<file path="src/rtl/trpfl_pkg.sv">
`timescale 1ns / 1ps
// ----------------------------------------------------------------------------
// trpfl_pkg: shared types and constants of the page free list allocator
// Field widths, config register indexes, operation and status codes, and the
// command/status bundles between controller, datapath and stack units.
// ----------------------------------------------------------------------------
package trpfl_pkg;

    // field widths
    localparam int ADDR_W      = 64;
    localparam int START_W     = 52;
    localparam int KCNT_W      = 14;
    localparam int END_W       = 53;
    localparam int FC_W        = 14;
    localparam int MODE_W      = 2;
    localparam int STATUS_W    = 2;

    // stream word widths
    localparam int S_TDATA_W   = 64;
    localparam int S_TUSER_W   = 3;
    localparam int M_TDATA_W   = 80;
    localparam int M_TUSER_W   = 2;

    // config port
    localparam int CFG_IDX_W   = 2;
    localparam int CFG_DATA_W  = 53;

    localparam logic [CFG_IDX_W-1:0] CFG_START = 2'd0;
    localparam logic [CFG_IDX_W-1:0] CFG_KCNT  = 2'd1;
    localparam logic [CFG_IDX_W-1:0] CFG_END   = 2'd2;

    localparam logic [START_W-1:0] START_RST = 52'd524288;
    localparam logic [KCNT_W-1:0]  KCNT_RST  = 14'd1024;
    localparam logic [END_W-1:0]   END_RST   = 53'd529408;

    // operation codes
    localparam logic [MODE_W-1:0] MODE_ALLOC   = 2'd0;
    localparam logic [MODE_W-1:0] MODE_FREE    = 2'd1;
    localparam logic [MODE_W-1:0] MODE_REBUILD = 2'd2;

    // status codes
    localparam logic [STATUS_W-1:0] ST_OK    = 2'd0;
    localparam logic [STATUS_W-1:0] ST_EMPTY = 2'd1;
    localparam logic [STATUS_W-1:0] ST_BAD   = 2'd2;
    localparam logic [STATUS_W-1:0] ST_FULL  = 2'd3;

    // controller to datapath
    typedef struct packed {
        logic accept;
        logic walk_step;
        logic commit;
    } ctrl_cmd_t;

    // datapath to controller
    typedef struct packed {
        logic rebuild_req;
        logic walk_done;
        logic out_free;
    } ctrl_sts_t;

    // datapath to one stack unit
    typedef struct packed {
        logic clear;
        logic push;
        logic pop;
        logic rd_en;
    } stack_cmd_t;

endpackage

</file>
<file path="src/rtl/trpfl_ctrl.sv">
`timescale 1ns / 1ps
// ----------------------------------------------------------------------------
// trpfl_ctrl: sequencing state machine
// Takes one input word at a time, runs the rebuild walk when asked and
// commits the result once the output register can take it.
// ----------------------------------------------------------------------------
module trpfl_ctrl (
    input  logic                 clk,
    input  logic                 rst_n,
    input  logic                 s_tvalid,
    output logic                 s_tready,
    input  trpfl_pkg::ctrl_sts_t sts,
    output trpfl_pkg::ctrl_cmd_t cmd
);

    typedef enum logic [2:0] {
        S_IDLE = 3'b001,
        S_WALK = 3'b010,
        S_EXEC = 3'b100
    } state_t;

    state_t state_reg;
    state_t state_next;

    // next state and commands
    always_comb
    begin
        state_next    = state_reg;
        s_tready      = 1'b0;
        cmd.accept    = 1'b0;
        cmd.walk_step = 1'b0;
        cmd.commit    = 1'b0;
        unique case (state_reg)
            S_IDLE:
            begin
                s_tready   = 1'b1;
                cmd.accept = s_tvalid;
                if (s_tvalid)
                begin
                    state_next = sts.rebuild_req ? S_WALK : S_EXEC;
                end
            end
            S_WALK:
            begin
                cmd.walk_step = 1'b1;
                if (sts.walk_done)
                begin
                    state_next = S_EXEC;
                end
            end
            S_EXEC:
            begin
                cmd.commit = sts.out_free;
                if (sts.out_free)
                begin
                    state_next = S_IDLE;
                end
            end
            default:
            begin
                state_next = S_IDLE;
            end
        endcase
    end

    always_ff @(posedge clk or negedge rst_n)
    begin
        if (!rst_n)
        begin
            state_reg <= S_IDLE;
        end
        else
        begin
            state_reg <= state_next;
        end
    end

    // one word in flight
    a_one_in_flight: assert property (@(posedge clk) disable iff (!rst_n)
        cmd.accept |=> !s_tready)
        else $error("second word accepted before result commit");

endmodule

</file>
<file path="config.mk">
export PLATFORM = sky130hd
export DESIGN_NAME = trpfl_ctrl
export DESIGN_NICKNAME = d
export VERILOG_FILES = /design/src/rtl/trpfl_pkg.sv /design/src/rtl/trpfl_ctrl.sv
export SDC_FILE = /design/constraint.sdc
export NUM_CORES = 1
export LEC_CHECK = 0
export BUFFER_PORTS_ARGS = -buffer_cell sky130_fd_sc_hd__buf_2
export CAP_MARGIN = 30
export CORE_AREA = 2 2 39 41
export DETAILED_ROUTE_END_ITERATION = 12
export DIE_AREA = 0 0 41 43
export GPL_TIMING_DRIVEN = 0
export PLACE_DENSITY = 0.41
export SYNTH_ARGS = -nofsm -noshare
export SYNTH_HDL_FRONTEND = slang
export SYNTH_SLANG_ARGS = --single-unit
</file>
<file path="constraint.sdc">
create_clock -name clk -period 1.1 [get_ports clk]
set_input_delay 0.22 -clock clk [delete_from_list [all_inputs] [get_ports clk]]
set_output_delay 0.22 -clock clk [all_outputs]
set_load 0.02 [all_outputs]
</file>
# Word-level counts from Yosys, hierarchy flattened
# Cells that the tools add are included.
# totals
latch_bits	0
elab_cells	17
memories	0
ff_bits	3
ram_bits	0
rom_bits	0
in_bits	6
out_inout_bits	4
# classes
n_lt_le_gt_ge	0
reduce_logical	1
n_eq_ne	6
div_mod_pow	0
n_mux	9
shift	0
n_bitwise	0
addsub	0
n_mul	0
# ops
operator	n
$mux 3	4
$pmux 3 s3	1
$ne 2x2->1 const B	3
$mux 1	4
$eq 3x1->1 const B	1
$eq 3x2->1 const B	1
$eq 3x3->1 const B	1
$reduce_and 3->1	1

# Logic depth before layout (Yosys ltp)
# Gate-level depths: netlist of run 1.
# depth
depth_word	3
depth_mapped	2
ltp_nobuf	2

# Least setup slack after synthesis of run 1
# OpenSTA, ideal clock, no wires.
# synth_path
path_kind	flip-flop to output port
startpoint	register state_reg[2]
endpoint	output cmd[0] (netlist bit)
arrival_ns	1.133
stages_incl_launch_ff	2
slack_ns	-0.253
t_required_ns	0.880
n_path_buf	0
cell_sequence	dfrtp_1 > nor4bb_1
# synth_rtl
element	line_no	source
start, declared	trpfl_ctrl.sv:22	state_t state_reg;
start signal, assigned	trpfl_ctrl.sv:74	state_reg <= state_next;
end, declared	trpfl_ctrl.sv:13	output trpfl_pkg::ctrl_cmd_t cmd

==> run_results.csv, run 1 <==
group,metric,value,unit
critical_path,cp_max_fo,6,
die,fp.dieH,43,um
cells_and_area,layout-drive-gt1-share,68.8,%
yosys,synth.area.top_cells,"dfrtp_1, dfstp_2, nor4bb_1, and4bb_4, nor3b_1",
cells_and_area,final_util,24.3,%
timing,setup_ws,-303,ps
power_and_ir_drop,peakVddDrop,0.804,mV
grt,use_met3,6.28,%
critical_path,reg2reg_setup_slack,-60,ps
yosys,synth_cell_types,12,
timing,finalCriticalPeriod,1400,ps
hold_path,holdPathStages,3,
cts,clkTransAtPathRegs,40,ps
placement,dp_hpwl,362,um
timing,worstMarginPinSlew,399,ps
cts,cts_buffer_depth,2,
placement,dpl_cell_area,258,um2
grt,met1_usage,6.47,%
timing,drv_slew,0,
detailed_routing,avgRoutedWirePerCell,10.6,um
cts,cts_tree,"yes",
cts,clk_latency,240,ps
die,pin_count,10,
power_and_ir_drop,p_per_area,2500,mW/mm2
yosys,ys_ff_latch,3,
cells_and_area,antenna_cells,0,
cts,cts_buffers,3,
timing,fin_skew,7.00,ps
job,cap_violations,0,
detailed_routing,drt_wl_total,509,um
cts,clock-sinks,3,
critical_path,worstReg2RegStart,"state_reg[2]",
cells_and_area,final_nets,39,
power_and_ir_drop,p_leak,0.149,nW
critical_path,cp_slowest_cell,"dfstp_2",
critical_path,crit_type,"reg -> out",
grt,grt_max_degree,9,
timing,rsz0062_at_grt,"yes",
placement,gp_congestion,0.608,
yosys,ys_warn_count,0,
detailed_routing,drtIter0Drc,3,
cells_and_area,largest_register_ffs,3,
critical_path,crit_path_end_kind,"output port",
placement,place_ws,-149,ps
critical_path,r2r_end,"state_reg[2]",
critical_path,crit_cells,2,
placement,io_buffers,9,
cells_and_area,seq_area,78.8,um2
outcome,violations,"setup timing",
critical_path,critPathLaunchType,"flop",
yosys,syn_inst,15,
grt,gr-total-overflow,0,
critical_path,required,880,ps
cts,htreeDepth,1,
critical_path,critPathArrivalTime,1180,ps
detailed_routing,firstDrtPassIters,4,
critical_path,r2r_cells,3,
detailed_routing,vias,194,
yosys,ys_seq_area_share,43.3,%
die,dieArea,0.00176,mm2
timing,fin_crit_sh,128,%
critical_path,crit_chain,"and4bb_4 > buf_6",
cells_and_area,area_delta_synth_final,90.8,%
detailed_routing,post_drt_via_cell_ratio,4.04,
yosys,yosys.area.top_type,"dfrtp_1",
die,die_w,41,um
yosys,syn_avg_cell_area,11.8,um2
timing,hold_viol,0,
cts,clockRootBuffer,"clkbuf_4",
critical_path,crit_family,"flip-flops",
die,std_cell_rows,14,
critical_path,crit_buf_inv,1,
grt,grt_busiest_layer,"met2",
cells_and_area,fillers,154,
yosys,synth_nets,21,
timing,finalSetupViolCount,6,
power_and_ir_drop,power,0.842,mW
critical_path,worstSetupStartpoint,"state_reg[0]",
timing,max_clock_freq,713,MHz
cells_and_area,final_cell_area,337,um2
yosys,syn_area,176,um2
cells_and_area,multi_input_comb_area,113,um2
grt,grt_first_pass_wirelength,745,um
critical_path,worstSetupEndpoint,"cmd[2]",
yosys,yosysTopAreaCellShare,28.4,%
grt,met2_usage,9.06,%
grt,grt.total_usage,7.04,%
critical_path,critical_path.max_stage_delay,570,ps
timing,max_slew_margin,73.0,%
outcome,status,"finished with violations",
detailed_routing,ant_nets,0,
detailed_routing,drc,0,
die,core_area,0.00138,mm2
grt,antenna_found_initial,0,
die,initial_utilization,12.7,%
grt,grt_pass1_vias,197,
hold_path,hold_class,"in -> reg",
[worst min-delay path by stage]
| stage | from | end |
|---|---|---|
| after detailed placement | rst_n | state_reg[2] |
| after global placement | rst_n | state_reg[2] |
| after floorplan | rst_n | state_reg[1] |
| final | sts[1] | state_reg[1] |
| after CTS | sts[1] | state_reg[1] |
| after global routing | sts[2] | state_reg[2] |
[metal layers]
layer,wire (um),vias to the layer above
met4,10,0
met3,60,2
met5,0,-
li1,-,96
met2,199,12
met1,238,84
[report_power, final]
group | switching [mW] | total (mW) | leakage (nW) | internal (mW)
combinational | 0.164 | 0.402 | 0.100 | 0.238
sequential | 0.0679 | 0.238 | 0.0343 | 0.171
clock | 0.0652 | 0.202 | 0.0150 | 0.136
[worst reg2reg max path: cells and delay by family (launching register included)]
| kind | cells | cell delay (ps) |
|---|---|---|
| flops | 1 | 400 |
| simple gates | 1 | 260 |
| compound gates | 1 | 250 |
| buf+inv | 1 | 130 |
[Yosys cell counts (all sizes together)]
| library cell | number |
|---|---|
| inv | 1 |
| nor4b | 1 |
| a21oi | 1 |
| a211o | 1 |
| nor3b | 2 |
| dfrtp | 2 |
| or3b | 1 |
| dfstp | 1 |
| nand4b | 1 |
| nor3 | 1 |
| nor4bb | 2 |
| and4bb | 1 |
[per-stage QoR]
stage | hold WS [ps] | instances | TNS (ps)
final | 265 | 48 | -1190
after floorplan | -75.6 | 15 | -144
after global placement | 13.0 | 40 | -235
after global routing | 285 | 48 | -1430
after CTS | 263 | 48 | -1240
after detailed placement | 19.2 | 40 | -330
[cell families (layout without fill, tap and decap cells)]
family	count (synthesis)	in the layout	share of synthesized area, %
buffers and inverters	1	18	2.13
flip-flops	3	3	43.3
AO/OA/AOI/OAI	2	2	7.80
AND/OR/NAND/NOR	9	9	46.8
[final cells by class]
cell class / instances / share of cell area, %
multi-input combinational: 11 / 33.5
timing repair buffer: 13 / 28.3
sequential: 3 / 23.4
clock buffer: 4 / 7.81
tap: 16 / 5.95
inverter: 1 / 1.12
[layout by cell type (no fill, tap or decap), drive strengths merged]
cell type,instances
nor4bb,2
dfrtp,2
buf,12
a211o,1
nand4b,1
nor3,1
dfstp,1
nor4b,1
dlygate4sd3,1
inv,1
clkbuf,4
or3b,1
nor3b,2
and4bb,1
a21oi,1
[what timing repair did]
item | CTS | global route
resized for setup | 7 | 1
hold endpoints to repair | 3 | 0
hold buffers | 1 | 0
setup buffers | 3 | 0
pin swaps | 3 | 0
setup endpoints to repair | 5 | 6
Power figures use the tool's default switching activity.
==> run 2, diff against run 1 <==
Settings changed: RECOVER_POWER set to 25.
==> run 2 against run 1 <==
The flow still finishes with violations (setup timing). Routed wire length rose by 0.59%. Design area fell by 0.37%. Non-clock buffer count did not move. Sequential share of layout area rose by 0.087 points. Clock skew did not move. Die area did not move. First-iteration DRC count did not move. Utilization fell by 0.090 points. Worst hold slack did not move. Clock-buffer cell count did not move. Final cell count did not move. Critical endpoint unchanged. Largest cell class unchanged.
==> run_results.csv, run 2 (same netlist as run 1, synthesis figures left out) <==
group,metric,value,unit
grt,grt_pass1_vias,197,
cells_and_area,mostFrequentLayoutCells,"buf_4, buf_2, clkbuf_4",
cts,htreeDepth,1,
critical_path,cp_max_fo,6,
detailed_routing,ant_nets,0,
cells_and_area,fillers,155,
grt,gr-total-overflow,0,
die,dieArea,0.00176,mm2
power_and_ir_drop,p_leak,0.147,nW
cts,clock-sinks,3,
timing,max_slew_margin,73.0,%
detailed_routing,avgRoutedWirePerCell,10.7,um
detailed_routing,drc,0,
hold_path,hold_class,"in -> reg",
placement,dpl_cell_area,258,um2
cells_and_area,final_cell_area,335,um2
die,initial_utilization,12.7,%
die,fp.dieH,43,um
die,pin_count,10,
timing,rsz0062_at_grt,"yes",
cells_and_area,layout-drive-gt1-share,65.6,%
power_and_ir_drop,peakVddDrop,0.804,mV
cts,clockRootBuffer,"clkbuf_4",
timing,finalCriticalPeriod,1400,ps
outcome,status,"finished with violations",
cells_and_area,largest_register_ffs,3,
timing,worstMarginPinSlew,399,ps
cells_and_area,antenna_cells,0,
cts,clk_latency,240,ps
critical_path,crit_chain,"and4bb_4 > buf_6",
detailed_routing,drtIter0Drc,3,
cells_and_area,finalNonFillerCells,48,
timing,drv_slew,0,
grt,antenna_found_initial,0,
critical_path,required,880,ps
critical_path,critPathArrivalTime,1180,ps
detailed_routing,firstDrtPassIters,4,
timing,setup_ws,-303,ps
timing,fin_crit_sh,128,%
critical_path,critPathLaunchType,"flop",
cts,clkTransAtPathRegs,40,ps
outcome,violations,"setup timing",
detailed_routing,drt_wl_total,512,um
placement,dp_hpwl,362,um
detailed_routing,post_drt_via_cell_ratio,4.04,
placement,dpl.cell_count,40,
grt,grt_first_pass_wirelength,745,um
timing,fin_skew,7.00,ps
cts,cts_buffer_depth,2,
detailed_routing,vias,194,
critical_path,r2r_cells,3,
power_and_ir_drop,p_per_area,2510,mW/mm2
die,std_cell_rows,14,
placement,place_ws,-149,ps
timing,max_clock_freq,713,MHz
cells_and_area,final_common_cell,"buf_4",
placement,gp_congestion,0.608,
grt,grt_max_degree,9,
critical_path,crit_path_end_kind,"output port",
die,die_w,41,um
critical_path,cp_slowest_cell,"dfstp_2",
grt,grt.total_usage,7.04,%
cts,cts_buffers,3,
cells_and_area,final_nets,39,
cts,cts_tree,"yes",
hold_path,holdPathStages,3,
placement,io_buffers,9,
power_and_ir_drop,power,0.842,mW
job,cap_violations,0,
critical_path,critical_path.max_stage_delay,570,ps
critical_path,crit_type,"reg -> out",
die,core_area,0.00138,mm2
timing,hold_viol,0,
cells_and_area,area_delta_synth_final,90.1,%
timing,finalSetupViolCount,6,
run 2: changes by cell type in the layout (fill, tap and decap cells not counted):
cell and delta:
buf_2 -1, clkbuf_1 +1
run 2: final cells by class:
class                   instances  area (um2)  area share, %
inverters                       1        3.75           1.12
repair buffers                 13        93.8           28.0
well taps                      16        20.0           5.97
flip-flops and latches          3        78.8           23.5
clock buffers                   4        26.3           7.84
multi-input cells              11         113           33.6
run 2: worst paths after layout:
path	from	endpoint	slack [ps]
setup / recovery	state_reg[0]	cmd[2]	-300
hold / removal	sts[1]	state_reg[1]	260
setup reg to reg	state_reg[2]	state_reg[2]	-60
hold reg to reg	state_reg[2]	state_reg[1]	510
max in group asynchronous	rst_n	state_reg[0]	560
min in group asynchronous	rst_n	state_reg[2]	320
run 2: where the power goes:
part | internal, mW | switching [mW]
clock | 0.136 | 0.0652
combinational | 0.238 | 0.164
sequential | 0.171 | 0.0679
run 2: what timing repair did:
item | 4_1_cts | 5_1_grt
pin swaps | 3 | 0
gates resized for setup | 7 | 1
endpoints found under the setup margin | 5 | 6
setup buffers | 3 | 0
endpoints found under the hold margin | 3 | 0
cloned | 0 | 0
hold buffers | 1 | 0
run 2: worst max-delay path, delay by kind of cell, from the launching register on:
kind | cells | cell delay, ps
flops | 1 | 570
simple gates | 1 | 260
buf+inv | 1 | 120
run 2: metrics by stage:
step           TNS [ps]  hold slack (ps)  utilization [%]
3_3_place_gp       -235             13.0             18.6
6_report          -1190              265             24.2
5_1_grt           -1430              285             24.2
4_1_cts           -1240              263             24.1
2_1_floorplan      -144            -75.6                -
3_5_place_dp       -330             19.2             18.6
run 2: per-layer routing:
layer | GRT usage [%] | vias up | share of wire [%]
met5 | 0 | - | 0
met4 | 6.00 | 0 | 2.0
met3 | 6.28 | 2 | 12
met2 | 9.06 | 12 | 39
met1 | 6.47 | 84 | 47
li1 | - | 96 | -
